File: config.mk
export PLATFORM = sky130hd
export DESIGN_NAME = fat_volume_cluster_mapper
export DESIGN_NICKNAME = d
export VERILOG_FILES = /design/src/hdl/fatvcm_pkg.sv /design/src/hdl/fatvcm_geom.sv /design/src/hdl/fat_volume_cluster_mapper.sv
export SDC_FILE = /design/constraint.sdc
export NUM_CORES = 2
export LEC_CHECK = 0
export ABC_AREA = 1
export BUFFER_PORTS_ARGS = -buffer_cell sky130_fd_sc_hd__clkbuf_2
export CORE_MARGIN = 2
export CORE_UTILIZATION = 60
export CTS_CLUSTER_SIZE = 25
export DETAILED_ROUTE_END_ITERATION = 8
export PLACE_DENSITY = 0.88
export SETUP_SLACK_MARGIN = 0.2
export SKIP_CTS_REPAIR_TIMING = 1
export SYNTH_ARGS = -nofsm -noshare
export SYNTH_HDL_FRONTEND = slang
export SYNTH_SLANG_ARGS = --single-unit
File: constraint.sdc
create_clock -name clk -period 6.4 [get_ports clk]
set_input_delay 0 -clock clk [delete_from_list [all_inputs] [get_ports clk]]
set_output_delay 0 -clock clk [all_outputs]
set_load 0.02 [all_outputs]
File: src/hdl/fatvcm_pkg.sv
// ---------------------------------------------------------------------------
// fatvcm_pkg
// Shared types and constants for the FAT volume cluster mapper.
// ---------------------------------------------------------------------------
`default_nettype none

package fatvcm_pkg;

  localparam int unsigned BpsW = 13;
  localparam int unsigned SpcW = 8;
  localparam int unsigned CfgIdxW = 3;

  typedef enum logic [CfgIdxW-1:0] {
    REG_BYTES_PER_SECTOR    = 3'd0,
    REG_SECTORS_PER_CLUSTER = 3'd1,
    REG_RESERVED_SECTORS    = 3'd2,
    REG_TABLE_COPIES        = 3'd3,
    REG_TABLE_SIZE_SECTORS  = 3'd4,
    REG_ROOT_ENTRY_COUNT    = 3'd5,
    REG_TOTAL_SECTORS       = 3'd6
  } reg_index_e;

  localparam logic [12:0] RstBytesPerSector   = 13'd512;
  localparam logic [7:0]  RstSectorsPerCluster = 8'd1;
  localparam logic [15:0] RstReservedSectors  = 16'd1;
  localparam logic [7:0]  RstTableCopies      = 8'd2;
  localparam logic [31:0] RstTableSizeSectors = 32'd9;
  localparam logic [15:0] RstRootEntryCount   = 16'd224;
  localparam logic [31:0] RstTotalSectors     = 32'd2880;

  localparam logic [31:0] Fat12Limit = 32'd4085;
  localparam logic [31:0] Fat16Limit = 32'd65525;

  localparam logic [15:0] F16Free     = 16'h0000;
  localparam logic [15:0] F16DataLo   = 16'h0002;
  localparam logic [15:0] F16DataHi   = 16'hFFF6;
  localparam logic [15:0] F16EndLo    = 16'hFFF8;
  localparam logic [27:0] F32Free     = 28'h0000000;
  localparam logic [27:0] F32DataLo   = 28'h0000002;
  localparam logic [27:0] F32DataHi   = 28'hFFFFFF6;
  localparam logic [27:0] F32EndLo    = 28'hFFFFFF8;

  typedef enum logic [1:0] {
    KIND_FAT12 = 2'd0,
    KIND_FAT16 = 2'd1,
    KIND_FAT32 = 2'd2,
    KIND_EXFAT = 2'd3
  } kind_e;

  typedef enum logic [2:0] {
    CLASS_ERROR    = 3'd0,
    CLASS_FREE     = 3'd1,
    CLASS_DATA     = 3'd2,
    CLASS_RESERVED = 3'd3,
    CLASS_END      = 3'd4
  } class_e;

  typedef enum logic [2:0] {
    G_START,
    G_ROOT,
    G_MUL,
    G_SUM,
    G_CLUS,
    G_KIND,
    G_DONE
  } geom_state_e;

  typedef struct packed {
    logic        action;
    logic [27:0] cluster;
    logic [31:0] table_word;
  } req_t;

  typedef struct packed {
    logic [1:0]  volume_kind;
    logic [31:0] entry_address;
    logic [31:0] data_address;
    logic [2:0]  entry_class;
    logic [27:0] next_cluster;
  } res_t;

  typedef struct packed {
    logic             ready;
    kind_e            kind;
    logic [31:0]      first_data;
    logic [31:0]      table_base;
    logic [BpsW-1:0]  bps;
    logic [SpcW-1:0]  spc;
  } geom_t;

endpackage

`default_nettype wire

File: src/hdl/fatvcm_geom.sv
// ---------------------------------------------------------------------------
// fatvcm_geom
// Geometry registers and the serial unit that derives root size, first data
// sector, cluster count and volume kind after every register write.
// ---------------------------------------------------------------------------
`default_nettype none

module fatvcm_geom (
  input  wire logic                         clk,
  input  wire logic                         rst,
  input  wire logic                         wr,
  input  wire logic [fatvcm_pkg::CfgIdxW-1:0] wr_index,
  input  wire logic [31:0]                  wr_data,
  output fatvcm_pkg::geom_t                 geom
);

  logic [12:0] bps;
  logic [7:0]  spc;
  logic [15:0] reserved;
  logic [7:0]  copies;
  logic [31:0] table_size;
  logic [15:0] root_entries;
  logic [31:0] total;

  fatvcm_pkg::geom_state_e state, state_next;
  logic [4:0]  cnt;
  logic [31:0] quo;
  logic [12:0] rem;
  logic [12:0] divisor;
  logic [31:0] root;
  logic [31:0] prod;
  logic [31:0] table_base;
  logic [31:0] first_data;
  logic [31:0] clusters;
  fatvcm_pkg::kind_e kind;

  logic [13:0] rem_shift;
  logic        take;
  logic [12:0] rem_next;
  logic [31:0] quo_next;
  logic [31:0] sum_fds;
  logic        ready;

  always_ff @(posedge clk) begin
    if (rst) begin
      bps          <= fatvcm_pkg::RstBytesPerSector;
      spc          <= fatvcm_pkg::RstSectorsPerCluster;
      reserved     <= fatvcm_pkg::RstReservedSectors;
      copies       <= fatvcm_pkg::RstTableCopies;
      table_size   <= fatvcm_pkg::RstTableSizeSectors;
      root_entries <= fatvcm_pkg::RstRootEntryCount;
      total        <= fatvcm_pkg::RstTotalSectors;
    end else if (wr) begin
      case (wr_index)
        fatvcm_pkg::REG_BYTES_PER_SECTOR:    bps          <= wr_data[12:0];
        fatvcm_pkg::REG_SECTORS_PER_CLUSTER: spc          <= wr_data[7:0];
        fatvcm_pkg::REG_RESERVED_SECTORS:    reserved     <= wr_data[15:0];
        fatvcm_pkg::REG_TABLE_COPIES:        copies       <= wr_data[7:0];
        fatvcm_pkg::REG_TABLE_SIZE_SECTORS:  table_size   <= wr_data;
        fatvcm_pkg::REG_ROOT_ENTRY_COUNT:    root_entries <= wr_data[15:0];
        fatvcm_pkg::REG_TOTAL_SECTORS:       total        <= wr_data;
        default: ;
      endcase
    end
  end

  // next state
  always_comb begin
    state_next = state;
    unique case (state)
      fatvcm_pkg::G_START: state_next = (bps == '0) ? fatvcm_pkg::G_MUL : fatvcm_pkg::G_ROOT;
      fatvcm_pkg::G_ROOT:  if (cnt == 5'd31) state_next = fatvcm_pkg::G_MUL;
      fatvcm_pkg::G_MUL:   state_next = fatvcm_pkg::G_SUM;
      fatvcm_pkg::G_SUM:   state_next = (spc == '0) ? fatvcm_pkg::G_KIND : fatvcm_pkg::G_CLUS;
      fatvcm_pkg::G_CLUS:  if (cnt == 5'd31) state_next = fatvcm_pkg::G_KIND;
      fatvcm_pkg::G_KIND:  state_next = fatvcm_pkg::G_DONE;
      fatvcm_pkg::G_DONE:  state_next = fatvcm_pkg::G_DONE;
      default:             state_next = fatvcm_pkg::G_START;
    endcase
  end

  // outputs and one restoring division step
  always_comb begin
    ready     = (state == fatvcm_pkg::G_DONE);
    rem_shift = {rem, quo[31]};
    take      = (rem_shift >= {1'b0, divisor});
    rem_next  = take ? 13'(rem_shift - {1'b0, divisor}) : rem_shift[12:0];
    quo_next  = {quo[30:0], take};
    sum_fds   = 32'(reserved) + prod + root;
  end

  always_ff @(posedge clk) begin
    if (rst || wr) state <= fatvcm_pkg::G_START;
    else           state <= state_next;
  end

  always_ff @(posedge clk) begin
    unique case (state)
      fatvcm_pkg::G_START: begin
        quo     <= {11'd0, root_entries, 5'd0} + 32'(bps) - 32'd1;
        rem     <= '0;
        cnt     <= '0;
        divisor <= bps;
        root    <= '0;
      end
      fatvcm_pkg::G_ROOT: begin
        quo <= quo_next;
        rem <= rem_next;
        cnt <= cnt + 5'd1;
        if (cnt == 5'd31) root <= quo_next;
      end
      fatvcm_pkg::G_MUL: begin
        prod       <= 32'(copies * table_size);
        table_base <= 32'(reserved) * 32'(bps);
      end
      fatvcm_pkg::G_SUM: begin
        first_data <= sum_fds;
        quo        <= total - sum_fds;
        rem        <= '0;
        cnt        <= '0;
        divisor    <= 13'(spc);
        clusters   <= '1;
      end
      fatvcm_pkg::G_CLUS: begin
        quo <= quo_next;
        rem <= rem_next;
        cnt <= cnt + 5'd1;
        if (cnt == 5'd31) clusters <= quo_next;
      end
      fatvcm_pkg::G_KIND: begin
        priority if (bps == '0)                      kind <= fatvcm_pkg::KIND_EXFAT;
        else if (clusters < fatvcm_pkg::Fat12Limit) kind <= fatvcm_pkg::KIND_FAT12;
        else if (clusters < fatvcm_pkg::Fat16Limit) kind <= fatvcm_pkg::KIND_FAT16;
        else                                         kind <= fatvcm_pkg::KIND_FAT32;
      end
      fatvcm_pkg::G_DONE: ;
      default: ;
    endcase
  end

  assign geom.ready      = ready;
  assign geom.kind       = kind;
  assign geom.first_data = first_data;
  assign geom.table_base = table_base;
  assign geom.bps        = bps;
  assign geom.spc        = spc;

  a_wr_restarts: assert property (@(posedge clk) disable iff (rst)
    wr |=> !ready) else $error("geometry still ready after register write");
  a_done_holds: assert property (@(posedge clk) disable iff (rst)
    ready && !wr |=> ready) else $error("geometry ready dropped without write");
  a_fds_stable: assert property (@(posedge clk) disable iff (rst)
    ready && $past(ready) |-> $stable(first_data) && $stable(kind))
    else $error("derived geometry changed while ready");

endmodule

`default_nettype wire

File: src/hdl/fat_volume_cluster_mapper.sv
// ---------------------------------------------------------------------------
// fat_volume_cluster_mapper
// Cluster address and table word lookup for FAT12/16/32 and exFAT volumes.
// ---------------------------------------------------------------------------
// Usage:
//   Configuration: cfg_valid/cfg_ready with cfg_index and cfg_data; ready is
//   always high. Write only while no item is in flight.
//   Items: request is taken when start is high and busy is low. action 0
//   maps request.cluster to table entry and data byte addresses; action 1
//   classifies request.table_word.
//   Results: result is shown for one cycle with strobe high, after the item
//   passes stages 1, 2 and 3. One item per cycle is taken while busy is low.
//   Busy: after reset and after every register write the geometry unit
//   recomputes root size, first data sector and cluster count through a
//   shared 32-step serial divider used at most twice, then the volume kind;
//   busy stays high until done. Pipeline: stage 1 multiply (cluster-2)*spc,
//   stage 2 add first data sector, stage 3 multiply by bytes per sector.
//   Reset: registers take their boot defaults, pipeline valid bits clear.
//   The receiver cannot stall; every result appears exactly once.
// ---------------------------------------------------------------------------
`default_nettype none

module fat_volume_cluster_mapper (
  input  wire logic                             clk,
  input  wire logic                             rst,
  input  wire logic                             start,
  output logic                                  busy,
  input  wire fatvcm_pkg::req_t                 request,
  output logic                                  strobe,
  output fatvcm_pkg::res_t                      result,
  input  wire logic                             cfg_valid,
  output logic                                  cfg_ready,
  input  wire logic [fatvcm_pkg::CfgIdxW-1:0]   cfg_index,
  input  wire logic [31:0]                      cfg_data
);

  fatvcm_pkg::geom_t geom;
  logic take;

  fatvcm_geom u_geom (
    .clk      (clk),
    .rst      (rst),
    .wr       (cfg_valid && cfg_ready),
    .wr_index (cfg_index),
    .wr_data  (cfg_data),
    .geom     (geom)
  );

  assign cfg_ready = 1'b1;
  assign busy      = !geom.ready;
  assign take      = start && !busy;

  // classification, stage 0 combinational
  logic [15:0] w16;
  logic [27:0] w32;
  logic [2:0]  cls0;
  logic [27:0] nxt0;

  always_comb begin
    w16  = request.table_word[15:0];
    w32  = request.table_word[27:0];
    cls0 = fatvcm_pkg::CLASS_ERROR;
    nxt0 = '0;
    if (request.action) begin
      unique case (geom.kind)
        fatvcm_pkg::KIND_FAT16: begin
          priority if (w16 == fatvcm_pkg::F16Free) cls0 = fatvcm_pkg::CLASS_FREE;
          else if (w16 >= fatvcm_pkg::F16DataLo && w16 <= fatvcm_pkg::F16DataHi) begin
            cls0 = fatvcm_pkg::CLASS_DATA;
            nxt0 = 28'(w16);
          end
          else if (w16 >= fatvcm_pkg::F16EndLo) cls0 = fatvcm_pkg::CLASS_END;
          else cls0 = fatvcm_pkg::CLASS_RESERVED;
        end
        fatvcm_pkg::KIND_FAT32: begin
          priority if (w32 == fatvcm_pkg::F32Free) cls0 = fatvcm_pkg::CLASS_FREE;
          else if (w32 >= fatvcm_pkg::F32DataLo && w32 <= fatvcm_pkg::F32DataHi) begin
            cls0 = fatvcm_pkg::CLASS_DATA;
            nxt0 = w32;
          end
          else if (w32 >= fatvcm_pkg::F32EndLo) cls0 = fatvcm_pkg::CLASS_END;
          else cls0 = fatvcm_pkg::CLASS_RESERVED;
        end
        default: cls0 = fatvcm_pkg::CLASS_ERROR;
      endcase
    end
  end

  // stage 1
  logic        v1, act1;
  logic [31:0] mul1, ent1;
  logic [2:0]  cls1;
  logic [27:0] nxt1;
  // stage 2
  logic        v2, act2;
  logic [31:0] sec2, ent2;
  logic [2:0]  cls2;
  logic [27:0] nxt2;

  always_ff @(posedge clk) begin
    if (rst) begin
      v1     <= 1'b0;
      v2     <= 1'b0;
      strobe <= 1'b0;
    end else begin
      v1     <= take;
      v2     <= v1;
      strobe <= v2;
    end
  end

  always_ff @(posedge clk) begin
    act1 <= request.action;
    mul1 <= 32'((32'(request.cluster) - 32'd2) * geom.spc);
    unique case (geom.kind)
      fatvcm_pkg::KIND_FAT16: ent1 <= {3'd0, request.cluster, 1'b0};
      fatvcm_pkg::KIND_FAT32: ent1 <= {2'd0, request.cluster, 2'b0};
      default:                ent1 <= '0;
    endcase
    cls1 <= cls0;
    nxt1 <= nxt0;

    act2 <= act1;
    sec2 <= mul1 + geom.first_data;
    ent2 <= (ent1 == '0 && act1 == 1'b0 && geom.kind != fatvcm_pkg::KIND_FAT16
             && geom.kind != fatvcm_pkg::KIND_FAT32) ? '0 : ent1 + geom.table_base;
    cls2 <= cls1;
    nxt2 <= nxt1;

    result.volume_kind   <= geom.kind;
    result.entry_address <= act2 ? '0 : ent2;
    result.data_address  <= act2 ? '0 : 32'(sec2 * geom.bps);
    result.entry_class   <= cls2;
    result.next_cluster  <= nxt2;
  end

  a_latency: assert property (@(posedge clk) disable iff (rst)
    take |-> ##3 strobe) else $error("item result missing after three cycles");
  a_class_no_addr: assert property (@(posedge clk) disable iff (rst)
    strobe && result.entry_class != fatvcm_pkg::CLASS_ERROR |-> result.entry_address == '0
    && result.data_address == '0) else $error("classified item carries addresses");
  a_next_only_data: assert property (@(posedge clk) disable iff (rst)
    strobe && result.entry_class != fatvcm_pkg::CLASS_DATA |-> result.next_cluster == '0)
    else $error("next cluster set for non-data class");

endmodule

`default_nettype wire

# After elaboration in Yosys (flattened, before gate mapping)
# Index checks and enable logic that the tools add are counted.
classes:
  n_reduce_logical: 33
  addsub: 10
  multipliers: 4
  n_eq_ne: 19
  bitwise: 1
  n_mux: 28
  order_cmp: 9
op_table:
  columns: ["op", "count"]
  rows:
  - ["32-bit one-hot mux with 2 select lines", 2]
  - ["32-bit one-hot mux with 3 select lines", 1]
  - ["32-bit adder", 2]
  - ["30-bit one-hot mux with 2 select lines", 1]
  - ["28-bit two-way mux", 2]
  - ["28-bit one-hot mux with 2 select lines", 1]
  - ["13-bit one-hot mux with 2 select lines", 2]
  - ["16-bit by 32-bit adder with 32-bit output", 1]
  - ["32-bit by 29-bit adder with 32-bit output", 1]
  - ["32-bit zero test", 1]
  - ["32-bit by 12-bit less-than comparator with 1-bit output, second input constant", 1]
  - ["32-bit by 16-bit less-than comparator with 1-bit output, second input constant", 1]
  - ["32-bit by 13-bit multiplier with 32-bit output", 1]
  - ["32-bit by 8-bit multiplier with 32-bit output", 1]
  - ["8-bit by 32-bit multiplier with 32-bit output", 1]
  - ["16-bit two-way mux", 2]
  - ["32-bit two-way mux", 1]
  - ["32-bit by 1-bit subtractor with 32-bit output, second input constant", 1]
  - ["32-bit subtractor", 1]
  - ["16-bit by 13-bit multiplier with 29-bit output", 1]
  - ["28-bit by 2-bit subtractor with 29-bit output, second input constant", 1]
  - ["28-bit by 2-bit greater-or-equal comparator with 1-bit output, second input constant", 1]
  - ["28-bit greater-or-equal comparator, second input constant", 1]
  - ["28-bit less-or-equal comparator, second input constant", 1]
  - ["other kinds (35)", 75]
totals:
  reg_bits: 642
  output_inout_bits: 100
  word_cells: 140
  inputBits: 100

# Depth between registers and ports, before layout
logic_depth:
  depth_word: 5
  ltp_mapped: 30
  ltp_nobuf: 29

# Hierarchy
# Synthesis repeated with hierarchy kept, for this count alone.
hier_totals:
  hier_cells: 7689
  hier_area_um2: 60768.3
modules_own_cells:
  columns: ["module", "area_per_inst_um2", "cells_per_inst", "seq_area_each_um2", "n_inst"]
  rows:
  - ["fatvcm_geom", 32693.9, 4107, 9228.9, 1]
  - ["fat_volume_cluster_mapper", 28074.4, 3582, 5785.5, 1]

# Worst setup path before layout
# OpenSTA, ideal clock, no wires.
synth_timing:
  kind: "reg2reg"
  start: "register u_geom.bps[1]"
  end: "register u_geom.table_base[17], data pin"
  setup_slack_ps: 1023
  arrival_ps: 5116
  stages_incl_launch_ff: 22
  period_less_slack_ps: 5377
  setup_ps: 261
  required_time_ps: 6139
  n_path_buf: 2
  cell_sequence: "dfxtp_1 > clkbuf_1 > buf_1 > nand2_1 > fa_1 > inv_1 > fa_1 > fa_1 > inv_1 > fa_1 > fa_1 > inv_1 > ha_1 > nand2_1 > o21ai_0 > a21oi_1 > o21bai_1 > a21oi_1 > o21ai_0 > nand2_1 > nand2_1 > xor2_1"
synth_via:
  elab_chain_len: 1
synth_rtl:
  columns: ["element", "line", "rtl"]
  rows:
  - ["from (decl)", "fatvcm_geom.sv:17", "logic [12:0] bps;"]
  - ["from (signal assigned)", "fatvcm_geom.sv:46", "bps <= fatvcm_pkg::RstBytesPerSector;"]
  - ["from (signal assigned)", "fatvcm_geom.sv:55", "fatvcm_pkg::REG_BYTES_PER_SECTOR: bps <= wr_data[12:0];"]
  - ["16-bit by 13-bit multiplier with 29-bit output", "fatvcm_geom.sv:114", "table_base <= 32'(reserved) * 32'(bps);"]
  - ["to (signal assigned)", "fatvcm_geom.sv:114", null]
  - ["to (decl)", "fatvcm_geom.sv:32", "logic [31:0] table_base;"]
# Every way passes these cells.
# A chain may end at the register's enable or synchronous reset.

# Worst setup path in the final report
layout_timing:
  start: "register u_geom.bps[2]"
  end: "register result[59] (netlist bit)"
layout_via:
  elab_chain_len: 1
layout_rtl:
  columns: ["element", "line", "rtl"]
  rows:
  - ["32-bit by 13-bit multiplier with 32-bit output", "fat_volume_cluster_mapper.sv:132", "result.data_address <= act2 ? '0 : 32'(sec2 * geom.bps);"]
  - ["to (decl)", "fat_volume_cluster_mapper.sv:30", "output fatvcm_pkg::res_t result,"]
# Every way passes these cells.

==> results_dict.tcl <==
set metrics [dict create \
    status "completed" \
    pin_count 200 \
    worstMarginPinSlew_ns 1.28 \
    gr-total-overflow 0 \
    clk_pin_slew_ns 0.06 \
    slew_headroom 0.146 \
    ys_types 65 \
    rows 115 \
    avgSynthCellArea_um2 8.05 \
    hold_path_end "u_geom.copies[1]" \
    first_iter_violations 5136 \
    critPathSlowestCell "dfxtp_2" \
    cp_max_fo 23 \
    finalClockSkew_ns 0.0280 \
    dieHeight_um 318 \
    cap_violations 0 \
    die-area_um2 101000 \
    fmax_ghz 0.169 \
    drive_gt1_frac 0.0639 \
    coreArea_um2 98000 \
    finalCritPeriodShare 0.922 \
    synth_enable_flop_cells 222 \
    p_sw_w 0.00688 \
    hold_path_class "input pin to register" \
    setup_violations 0 \
    intPower_w 0.00953 \
    power_density_nw_per_um2 253 \
    viasPerCell 5.72 \
    ys_ff_latch 637 \
    clock_latency_ns 0.64 \
    utilization 0.663 \
    pwr-share-clk 0.262 \
    rr_startpoint "u_geom.bps[2]" \
    drc 0 \
    p_seq_frac 0.328 \
    synth_cells 7346 \
    antenna_left 0 \
    critPathMostFrequentCell "nand2_1" \
    clock_sink_count 637 \
    grt_max_degree 127 \
    synth_nets 8560 \
    syn_area_um2 59100 \
    crit_chain "buf_4 -> nand2_1 -> fa_1 -> inv_1 -> fa_1 -> fa_1 -> inv_1 -> fa_1 -> inv_1 -> fa_1 -> ha_1 -> inv_1 -> o21bai_1 -> o21bai_1 -> a21oi_1 -> nand2_1 -> a21boi_1 -> o21ai_0 -> nand2_1 -> nand2_1 -> nand2_1 -> nand2_1 -> nor2_1" \
    leakagePower_nw 33.2 \
    fill_cells 7603 \
    drv_slew 0 \
    die-width_um 318 \
    hpwl_um 134000 \
    drt_wl_total_um 177000 \
    synthFlopType "dfxtp_1" \
    cts.htree.levels 3 \
    p_comb_frac 0.410 \
    antenna_found_initial 3 \
    worstReg2RegEnd "result[59]" \
    place_congestion 0.995 \
    worstPathArrival_ns 6.48 \
    tns_ns 0 \
    dr.pass1.iters 8 \
    cp-start-kind "register" \
    hp-start "cfg_index[2]" \
    track_usage 0.346 \
    area_delta_synth_final_pct 9.84 \
    regArea_um2 15000 \
    required_ns 6.97 \
    fin_nets 8755 \
    rsz0062_at_grt "false" \
    hold_depth 6 \
    regToRegSetupSlack_ns 0.50 \
    cts_tree "done" \
    grt_pass1_wl_um 274000 \
    switching_share 0.419 \
    cts_inserted_buffers 72 \
    cts_root_buffer "clkbuf_16" \
    vias 50847 \
    synth_warnings 0 \
    multiInputGateArea_um2 37700 \
    post-route-min-period_ns 5.90 \
    wire_per_inst_um 19.9 \
    cp-end-kind "register" \
    vdd_drop_max_uv 229 \
    cp_slowest_stage_delay_ns 0.89 \
    start_util 0.603 \
    hold_viol 0 \
    path_class "register to register" \
    portBuffers 193 \
    grt_pass1_vias 51910 \
    rr_worst_depth 23 \
    async_flop_share 0 \
    cts_max_path_buffers 3 \
    ys_seq_area_frac 0.253 \
]
metal layers:
layer / wire, um / global-route usage
met1: 62000 / 0.412
met2: 82900 / 0.572
met3: 19000 / 0.0750
met4: 12600 / 0.218
met5: 81 / 0
metrics by stage:
stage | hold slack, ns | instance area (um2) | power, W | instances | worst slack [ns]
finish | 0.0252 | 64900 | 0.0164 | 8890 | 0.497
CTS | -0.526 | 63900 | 0.0161 | 8781 | 0.593
floorplan | 0.0277 | 59100 | 0.00978 | 7346 | 1.02
global placement | 0.121 | 61500 | 0.0116 | 8653 | 0.699
global route | 0.0386 | 64900 | 0.0173 | 8882 | 0.262
detailed placement | 0.121 | 61500 | 0.0118 | 8653 | 0.602
Yosys cell counts, types with 56 or more instances:
library cell / count / area (um2)
nand3_1: 187 / 936
edfxtp_1: 222 / 6670
clkbuf_1: 197 / 739
nor3_1: 64 / 320
nand2_1: 1612 / 6050
ha_1: 369 / 4620
nor2_1: 726 / 2730
dfxtp_1: 415 / 8310
xor2_1: 131 / 1150
nand4_1: 56 / 350
a21oi_1: 385 / 1930
fa_1: 745 / 14900
o21ai_0: 332 / 1660
xnor2_1: 77 / 674
inv_1: 1454 / 5460
registers in the layout (all words and copies together) (netlist names), 5 cells and up:
name,count
u_geom.table_base,29
mul1,32
u_geom.copies,8
ent2,31
nxt2,28
u_geom.prod,32
u_geom.clusters,32
u_geom.table_size,32
u_geom.root,32
u_geom.spc,8
u_geom.cnt,5
sec2,32
nxt1,28
u_geom.divisor,13
u_geom.quo,32
u_geom.first_data,32
u_geom.reserved,16
u_geom.total,32
u_geom.bps,13
ent1,29
result,96
u_geom.rem,13
u_geom.root_entries,16
worst max-delay path: cells and delay by family (launching register included):
kind | cells | cell delay [ns]
adder cells (fa/ha/maj) | 6 | 2.88
AND/OR/NAND/NOR | 7 | 0.58
flip-flops | 1 | 0.89
buffers and inverters | 5 | 0.57
AO/OA/AOI/OAI | 5 | 0.89
cell families (layout without fill, tap and decap cells):
group / Yosys count / count (layout) / synth area share
AO/OA/AOI/OAI: 901 / 901 / 0.0837
XOR/XNOR: 215 / 215 / 0.0331
adder cells (fa/ha/maj): 1114 / 1114 / 0.330
buffers and inverters: 1718 / 1967 / 0.110
flip-flops: 637 / 637 / 0.253
other: 2 / 10 / 0.000127
AND/OR/NAND/NOR: 2759 / 2759 / 0.190
worst max path at each step:
stage,from,to,cells past startpoint
global route,u_geom.bps[1],u_geom.table_base[28],20
floorplan,u_geom.bps[1],u_geom.table_base[17],21
detailed placement,request[33],mul1[30],29
CTS,u_geom.bps[8],u_geom.table_base[28],19
finish,u_geom.bps[2],result[59],23
global placement,u_geom.bps[8],u_geom.table_base[28],19
power groups by stage:
| stage | clock (W) | combinational (W) | sequential [W] |
|---|---|---|---|
| 6_report | 0.00430 | 0.00673 | 0.00538 |
| 5_1_grt | 0.00447 | 0.00745 | 0.00538 |
| 4_1_cts | 0.00432 | 0.00649 | 0.00533 |
| 3_5_place_dp | 0 | 0.00644 | 0.00541 |
| 3_3_place_gp | 0 | 0.00623 | 0.00539 |
| 2_1_floorplan | 0 | 0.00476 | 0.00502 |
area by class of cell:
| type | instances | area share |
|---|---|---|
| Sequential cell | 637 | 0.231 |
| Tap cell | 1287 | 0.0248 |
| Antenna cell | 8 | 0.000308 |
| Clock inverter | 34 | 0.00591 |
| Clock buffer | 94 | 0.0316 |
| Timing Repair Buffer | 379 | 0.0418 |
| Inverter | 1460 | 0.0844 |
| Multi-Input combinational cell | 4991 | 0.580 |
cells in the final DEF (no fill, tap or decap), types with 9 or more instances in the layout:
cell type	netlist	final
o211ai_1	24	24
clkbuf_16	0	75
nor3_1	64	64
nand3_1	187	187
dfxtp_1	415	406
fa_1	745	745
nor4_1	29	29
buf_4	2	77
xor2_1	131	131
clkbuf_8	0	10
a21oi_1	385	385
ha_1	369	369
xnor2_1	77	77
nand2_2	13	13
dfxtp_2	0	9
nor2_2	11	12
nor2_1	726	725
or2_2	19	19
clkbuf_2	1	193
o21a_1	17	17
o221ai_1	9	9
edfxtp_1	222	222
inv_1	1454	1453
o21ai_1	14	14
dlygate4sd3_1	0	101
nand4_1	56	56
o21ai_0	332	329
a31oi_1	19	19
nand2_1	1612	1612
a21o_1	30	30
o21bai_1	29	29
a21boi_0	9	9
Note: power is estimated with default switching activity, not from simulation.
